<file path="src/b2da_pkg.sv">
`default_nettype none
package b2da_pkg;

   localparam int unsigned BinWidth  = 16;
   localparam int unsigned NumDigits = 5;
   localparam int unsigned BcdWidth  = 4 * NumDigits;
   localparam int unsigned CntWidth  = 4;
   localparam int unsigned IdxWidth  = 3;
   localparam int unsigned CharWidth = 6;

   localparam logic [CntWidth-1:0]  LastShift  = CntWidth'(BinWidth - 1);
   localparam logic [CharWidth-1:0] DigitBase  = 6'd48;
   localparam logic [3:0]           AdjustMin  = 4'd5;
   localparam logic [3:0]           AdjustAdd  = 4'd3;

   typedef enum logic [1:0] {
      ST_IDLE,
      ST_CONV,
      ST_FIND,
      ST_EMIT
   } state_type;

   typedef struct packed {
      logic load;
      logic shift;
      logic find;
      logic step;
   } cmd_type;

   typedef struct packed {
      logic conv_last;
      logic idx_zero;
   } status_type;

endpackage
`default_nettype wire

</file>
<file path="src/b2da_req_if.sv">
`default_nettype none
interface b2da_req_if;
   logic                            valid;
   logic                            ready;
   logic [b2da_pkg::BinWidth-1:0]   value;

   modport source (output valid, output value, input ready);
   modport sink   (input valid, input value, output ready);
endinterface
`default_nettype wire

</file>
<file path="src/b2da_rsp_if.sv">
`default_nettype none
interface b2da_rsp_if;
   logic                            valid;
   logic                            ready;
   logic [b2da_pkg::CharWidth-1:0]  digit_char;
   logic                            last_digit;

   modport source (output valid, output digit_char, output last_digit, input ready);
   modport sink   (input valid, input digit_char, input last_digit, output ready);
endinterface
`default_nettype wire

</file>
<file path="src/binary_to_decimal_ascii_top.sv">
// an accepted input runs 16 shift-and-add-3 iterations, then a step to
// locate the leading digit, before the first digit beat; digits then go out
// one beat per cycle while rsp ready is high, one to five beats
// one number in flight; a new input is taken only after the last digit beat
// reset: synchronous active high, returns the controller to idle
`default_nettype none
module binary_to_decimal_ascii_top (
   input  wire logic   clock,
   input  wire logic   reset,
   b2da_req_if.sink    req_bus,
   b2da_rsp_if.source  rsp_bus
);

   b2da_pkg::cmd_type    cmd;
   b2da_pkg::status_type status;

   b2da_ctrl u_ctrl (
      .clock     (clock),
      .reset     (reset),
      .req_valid (req_bus.valid),
      .req_ready (req_bus.ready),
      .rsp_valid (rsp_bus.valid),
      .rsp_ready (rsp_bus.ready),
      .status    (status),
      .cmd       (cmd)
   );

   b2da_dp u_dp (
      .clock      (clock),
      .cmd        (cmd),
      .value      (req_bus.value),
      .status     (status),
      .digit_char (rsp_bus.digit_char),
      .last_digit (rsp_bus.last_digit)
   );

   a_busy_after_accept: assert property (@(posedge clock) disable iff (reset)
      (req_bus.valid && req_bus.ready) |=> !req_bus.ready)
      else $error("input accepted while busy");

   a_no_overlap: assert property (@(posedge clock) disable iff (reset)
      rsp_bus.valid |-> !req_bus.ready)
      else $error("input ready while digits pending");

   a_digit_range: assert property (@(posedge clock) disable iff (reset)
      rsp_bus.valid |-> (rsp_bus.digit_char >= 6'd48 && rsp_bus.digit_char <= 6'd57))
      else $error("digit code out of range");

   a_end_after_last: assert property (@(posedge clock) disable iff (reset)
      (rsp_bus.valid && rsp_bus.ready && rsp_bus.last_digit) |=> !rsp_bus.valid)
      else $error("beat after last digit");

endmodule
`default_nettype wire

</file>
<file path="src/b2da_ctrl.sv">
`default_nettype none
module b2da_ctrl (
   input  wire logic                 clock,
   input  wire logic                 reset,
   input  wire logic                 req_valid,
   output logic                      req_ready,
   output logic                      rsp_valid,
   input  wire logic                 rsp_ready,
   input  wire b2da_pkg::status_type status,
   output b2da_pkg::cmd_type         cmd
);

   b2da_pkg::state_type state_ff;
   b2da_pkg::state_type state_in;

   always_ff @(posedge clock) begin
      if (reset) begin
         state_ff <= b2da_pkg::ST_IDLE;
      end else begin
         state_ff <= state_in;
      end
   end

   always_comb begin
      state_in  = state_ff;
      req_ready = 1'b0;
      rsp_valid = 1'b0;
      cmd       = '0;
      case (state_ff)
         b2da_pkg::ST_IDLE: begin
            req_ready = 1'b1;
            if (req_valid) begin
               cmd.load = 1'b1;
               state_in = b2da_pkg::ST_CONV;
            end
         end
         b2da_pkg::ST_CONV: begin
            cmd.shift = 1'b1;
            if (status.conv_last) begin
               state_in = b2da_pkg::ST_FIND;
            end
         end
         b2da_pkg::ST_FIND: begin
            cmd.find = 1'b1;
            state_in = b2da_pkg::ST_EMIT;
         end
         b2da_pkg::ST_EMIT: begin
            rsp_valid = 1'b1;
            if (rsp_ready) begin
               if (status.idx_zero) begin
                  state_in = b2da_pkg::ST_IDLE;
               end else begin
                  cmd.step = 1'b1;
               end
            end
         end
         default: begin
            state_in = b2da_pkg::ST_IDLE;
         end
      endcase
   end

endmodule
`default_nettype wire

</file>
<file path="src/b2da_dp.sv">
`default_nettype none
module b2da_dp (
   input  wire logic                              clock,
   input  wire b2da_pkg::cmd_type                 cmd,
   input  wire logic [b2da_pkg::BinWidth-1:0]     value,
   output b2da_pkg::status_type                   status,
   output logic [b2da_pkg::CharWidth-1:0]         digit_char,
   output logic                                   last_digit
);

   logic [b2da_pkg::BinWidth-1:0] bin_ff, bin_in;
   logic [b2da_pkg::BcdWidth-1:0] bcd_ff, bcd_in;
   logic [b2da_pkg::CntWidth-1:0] cnt_ff, cnt_in;
   logic [b2da_pkg::IdxWidth-1:0] idx_ff, idx_in;

   logic [b2da_pkg::BcdWidth-1:0] bcd_adj;
   logic [b2da_pkg::IdxWidth-1:0] msd_idx;
   logic [3:0]                    sel_digit;

   always_comb begin
      for (int i = 0; i < b2da_pkg::NumDigits; i++) begin
         bcd_adj[4*i +: 4] = (bcd_ff[4*i +: 4] >= b2da_pkg::AdjustMin)
                             ? bcd_ff[4*i +: 4] + b2da_pkg::AdjustAdd
                             : bcd_ff[4*i +: 4];
      end
   end

   // highest nonzero digit, zero value keeps one digit
   always_comb begin
      msd_idx = '0;
      for (int i = 1; i < b2da_pkg::NumDigits; i++) begin
         if (bcd_ff[4*i +: 4] != 4'd0) begin
            msd_idx = b2da_pkg::IdxWidth'(i);
         end
      end
   end

   always_comb begin
      case (idx_ff)
         3'd0:    sel_digit = bcd_ff[3:0];
         3'd1:    sel_digit = bcd_ff[7:4];
         3'd2:    sel_digit = bcd_ff[11:8];
         3'd3:    sel_digit = bcd_ff[15:12];
         3'd4:    sel_digit = bcd_ff[19:16];
         default: sel_digit = 4'd0;
      endcase
   end

   always_comb begin
      bin_in = bin_ff;
      bcd_in = bcd_ff;
      cnt_in = cnt_ff;
      idx_in = idx_ff;
      if (cmd.load) begin
         bin_in = value;
         bcd_in = '0;
         cnt_in = '0;
      end else if (cmd.shift) begin
         bcd_in = {bcd_adj[b2da_pkg::BcdWidth-2:0], bin_ff[b2da_pkg::BinWidth-1]};
         bin_in = {bin_ff[b2da_pkg::BinWidth-2:0], 1'b0};
         cnt_in = cnt_ff + 1'b1;
      end else if (cmd.find) begin
         idx_in = msd_idx;
      end else if (cmd.step) begin
         idx_in = idx_ff - 1'b1;
      end
   end

   always_ff @(posedge clock) begin
      bin_ff <= bin_in;
      bcd_ff <= bcd_in;
      cnt_ff <= cnt_in;
      idx_ff <= idx_in;
   end

   assign status.conv_last = (cnt_ff == b2da_pkg::LastShift);
   assign status.idx_zero  = (idx_ff == '0);
   assign digit_char       = b2da_pkg::DigitBase + {2'b00, sel_digit};
   assign last_digit       = (idx_ff == '0);

endmodule
`default_nettype wire

</file>
<file path="src/flat_wrapper.sv">
// flat-port wrapper written by rule: the top's interface ports become plain ports
module binary_to_decimal_ascii_top_flat 
  (clock, reset, req_bus_valid, req_bus_value, req_bus_ready, rsp_bus_valid, rsp_bus_digit_char, rsp_bus_last_digit, rsp_bus_ready);
  b2da_req_if req_bus_i ();
  b2da_rsp_if rsp_bus_i ();
  input  wire logic clock;
  input  wire logic reset;
  input wire logic [$bits(req_bus_i.valid)-1:0] req_bus_valid;
  input wire logic [$bits(req_bus_i.value)-1:0] req_bus_value;
  output wire logic [$bits(req_bus_i.ready)-1:0] req_bus_ready;
  output wire logic [$bits(rsp_bus_i.valid)-1:0] rsp_bus_valid;
  output wire logic [$bits(rsp_bus_i.digit_char)-1:0] rsp_bus_digit_char;
  output wire logic [$bits(rsp_bus_i.last_digit)-1:0] rsp_bus_last_digit;
  input wire logic [$bits(rsp_bus_i.ready)-1:0] rsp_bus_ready;
  assign req_bus_i.valid = req_bus_valid;
  assign req_bus_i.value = req_bus_value;
  assign req_bus_ready = req_bus_i.ready;
  assign rsp_bus_valid = rsp_bus_i.valid;
  assign rsp_bus_digit_char = rsp_bus_i.digit_char;
  assign rsp_bus_last_digit = rsp_bus_i.last_digit;
  assign rsp_bus_i.ready = rsp_bus_ready;
  binary_to_decimal_ascii_top u_core (.clock(clock), .reset(reset), .req_bus(req_bus_i), .rsp_bus(rsp_bus_i));
endmodule
</file>
<file path="config.mk">
export PLATFORM = sky130hd
export DESIGN_NAME = binary_to_decimal_ascii_top_flat
export DESIGN_NICKNAME = d
export VERILOG_FILES = /design/src/b2da_pkg.sv /design/src/b2da_req_if.sv /design/src/b2da_rsp_if.sv /design/src/binary_to_decimal_ascii_top.sv /design/src/b2da_ctrl.sv /design/src/b2da_dp.sv /design/src/flat_wrapper.sv
export SDC_FILE = /design/constraint.sdc
export NUM_CORES = 1
export LEC_CHECK = 0
export ABC_AREA = 1
export BUFFER_PORTS_ARGS = -buffer_cell sky130_fd_sc_hd__buf_2
export CORE_UTILIZATION = 35
export DETAILED_ROUTE_END_ITERATION = 8
export PLACE_DENSITY = 0.57
export SYNTH_ARGS = -nofsm -noshare
export SYNTH_HDL_FRONTEND = slang
export SYNTH_SLANG_ARGS = --single-unit
</file>
<file path="constraint.sdc">
create_clock -name clock -period 3.15 [get_ports clock]
set_clock_uncertainty 0.15 [all_clocks]
set_input_delay 0.1575 -clock clock [delete_from_list [all_inputs] [get_ports clock]]
set_output_delay 0.1575 -clock clock [all_outputs]
set_load 0.1 [all_outputs]
</file>
==> impl_summary.md <==
STA
The final number of hold-violating endpoints is 0. Derived from the worst setup path, the maximum achievable clock frequency is 427 MHz. After routing, the total negative slack on setup checks comes to 0 ps.

The number of endpoints failing setup at the final stage is 0. The clock period could shrink to 2340 ps. Setup repair after global routing left no endpoint under its margin.

The number of slew-limit violations in the final report came to 0. After layout, the worst path uses about 74% of the clock period.

Yosys
Summing the sequential cell areas from Yosys gives 41.7% of the chip area. For this run, the number of Yosys warnings is 0. Dividing the synthesized area by the synthesized cell count gives roughly 7.4 um2. After synthesis the netlist holds a flip-flop and latch count of 45. The cell area after technology mapping is between 2000 and 3000 um2. The count of mapped cells out of synthesis is 354.

The count of unique library cells instantiated by Yosys is 26.

Placement
At the end of routability-driven placement, the weighted congestion stood at 0.825. The wire-length estimate of the detail-placed layout is 3870 um. The count of port buffers added during placement is 26. The placed instances occupy a cell area of 2820 um2.

Setup path
The type of destination of the critical path is an output pin. The worst register-to-register path has a setup slack of about 920 ps. In this design, the critical path's most frequently occurring cell is o21ai_0. The worst register-to-register path begins at u_core.u_ctrl.state_ff[0]. The first element of the critical path is u_core.u_dp.idx_ff[0].

Among all stages on the critical path, the largest delay is contributed by buf_2. The depth of the most critical reg-to-reg path is 5. The arrival time at the worst endpoint is 2040 ps. In this run the worst path has a maximum fanout of 7. Walking the worst path, the cells encountered are inv_1 -> ha_1 -> nand2_4 -> o21ai_0 -> nor2_1 -> o21ai_0 -> buf_2. The endpoint of the lowest-slack register-to-register path is u_core.u_dp.idx_ff[0]. For the worst setup path, the data required time is 2840 ps. In this design, the stage delay of the slowest critical-path cell is 450 ps. The critical path endpoint is rsp_bus_digit_char[3].

The classification of the worst setup path is register to output pin. STA classifies the critical path startpoint as a register.

Cells and area
In the final layout, the multi-input gates occupy approximately 1300 um2. The leading cell type in the layout, fill and taps excluded is nand2_1. The growth of design area from synthesis to finish is 18.7%.

Fill cells in the final layout number between 700 and 800. The number of antenna diodes in the final layout is 0. The finished cells cover between 3000 and 4000 um2. In the layout the commonest cells are nand2_1 (124), inv_1 (46), nand3_1 (30), buf_2 (26), dfxtp_1 (26).

The final-stage net count is about 440. The sequential cells in the finished layout cover a total of around 1100 um2. The layout cell share with drive strength beyond 1 is about an eighth.

Clock network
After clock tree synthesis, the clock-pin slew on the worst setup and hold paths is ~90 ps. The tree is rooted in a clkbuf_8. The number of gates resized after CTS was 0. TritonCTS built the clock tree. For the worst-skew pair, the clock arrives at the later sink with an insertion delay of around 300 ps. The total number of H-tree levels is 2. The number of buffers added by the clock tree synthesis step is 5. Clock tree synthesis found a total of 45 sinks. The maximum number of buffers from clock root to sink is 2.

Once the clock tree was built, the setup fixing pass inserted 0 buffers.

Power
Across the VDD grid, the largest voltage drop is 0.000385 V. The static power due to leakage is roughly 0.0015 uW. For this design the ratio of total power to cell area is 782 nW/um2.

The total power is roughly 2400 uW.

Floorplan
The I/O pin count is 29. In this run the core area contains 31 standard-cell rows. Measured along the y axis, the die boundary spans about 90 um.

The horizontal die dimension is about 88 um. The initial core utilization is 36.1%. The core outline area is 7250 um2.

The die covers 7830 um2.

Detailed routing
Summed over all layers, the routed wires come to ~5500 um. After detailed routing, the number of remaining DRC violations is 2. Once detail routing completed, the nets flagged for antenna violations numbered 0.

After the first detailed-routing iteration, the DRC count stood at 46. After detailed routing, the average wire length per cell comes to 11.0 um. The overall via count from detail_route is ~2300. The detailed-route vias per instance is approximately 4.5. The first detailed-routing pass took 6 iterations.

Hold path
The startpoint of the most critical hold path is rsp_bus_ready. The worst hold-check path type is input pin to register.

Global route
The number of antenna violations at the first check in global routing is 0. Across every metal layer, demand over resource in global routing totals around 16%. The total grt overflow is 0.

The number of global-route vias before repair is 2104. The first global-routing pass estimated between 9000 and 10000 um of wire. The largest net degree at the start of global routing is 28.

Run
The number of max-cap violations is 0.

Outcome
The flow ran to the end, but the final reports show violations. The final reports fail on DRC.
power breakdown:
part	switching (uW)	leakage, uW	internal [uW]
logic	745	0.00103	281
clock network	212	0.0000543	238
registers	91.4	0.000396	862
worst max-delay path: cells and delay by family, from the launching register on:
| kind | cells | cell delay, ps |
|---|---|---|
| simple gates | 2 | 160 |
| compound gates | 2 | 310 |
| flops | 1 | 430 |
| buf+inv | 2 | 600 |
| fa+ha+maj | 1 | 230 |
synth_stat cells:
master,number,area (um2)
edfxtp_1,19,571
a21oi_1,7,35.0
xor2_1,1,8.76
o31ai_1,1,7.51
inv_1,46,173
ha_1,20,250
dfxtp_1,26,521
inv_4,1,6.26
inv_2,3,11.3
o21ai_0,25,125
buf_2,1,5.00
o22ai_1,4,25.0
nand4_1,4,25.0
nor3_2,1,10.0
nand2_2,4,25.0
nand3_1,30,150
buf_4,4,30.0
nand2_1,124,465
nor2_1,20,75.1
xnor2_1,1,8.76
conb_1,1,3.75
nor2_2,1,6.26
clkbuf_1,1,3.75
nand2_4,3,33.8
o21ai_1,4,20.0
buf_6,2,22.5
kinds of logic after synthesis:
logic type / synth area share (%)
other cells: 0.143
compound gates: 8.13
buf+inv: 9.61
fa+ha+maj: 9.56
simple gates: 30.2
xor+xnor: 0.669
flops: 41.7
how the worst min path moves through the flow:
stage / end / cells past startpoint
after detailed placement: u_core.u_ctrl.state_ff[1] / 4
after global routing: u_core.u_dp.idx_ff[2] / 3
after global placement: u_core.u_ctrl.state_ff[1] / 4
after CTS: u_core.u_dp.idx_ff[1] / 3
final: u_core.u_dp.idx_ff[1] / 3
after floorplan: u_core.u_ctrl.state_ff[0] / 3
area by class of cell:
cell class              instances  area share [%]
clock buffers                   5            2.22
flip-flops and latches         45            35.1
inverters                      50            6.12
clock inverters                 3            1.49
multi-input cells             252            41.2
well taps                      99            3.99
repair buffers                 44            9.91
repair_timing:
action | CTS | global route
endpoints found under the setup margin | 0 | 0
hold buffers | 17 | 0
endpoints found under the hold margin | 18 | 0
metrics by stage:
| step | utilization [%] | setup slack (ps) | hold slack, ps | instances |
|---|---|---|---|---|
| 3_5_place_dp | 38.9 | 878 | 261 | 473 |
| 5_1_grt | 42.8 | 699 | 194 | 498 |
| 3_3_place_gp | 38.9 | 973 | 258 | 473 |
| 4_1_cts | 42.8 | 788 | 174 | 498 |
| 2_1_floorplan | - | 68.9 | 164 | 355 |
| 6_report | 42.8 | 806 | 184 | 498 |
registers in the layout, summed over array words and instances (netlist names):
name                    count
u_core.u_dp.idx_ff          3
u_core.u_dp.cnt_ff          4
u_core.u_ctrl.state_ff      2
u_core.u_dp.bcd_ff         20
u_core.u_dp.bin_ff         16
layer usage:
layer	global-route usage, %	vias up	part of all wire, %
met5	0	-	0
met4	4.25	0	0.97
met3	3.45	5	3.1
met2	26.5	35	45
met1	21.3	1010	51
li1	-	1212	-
(Power assumes the default switching activity.)
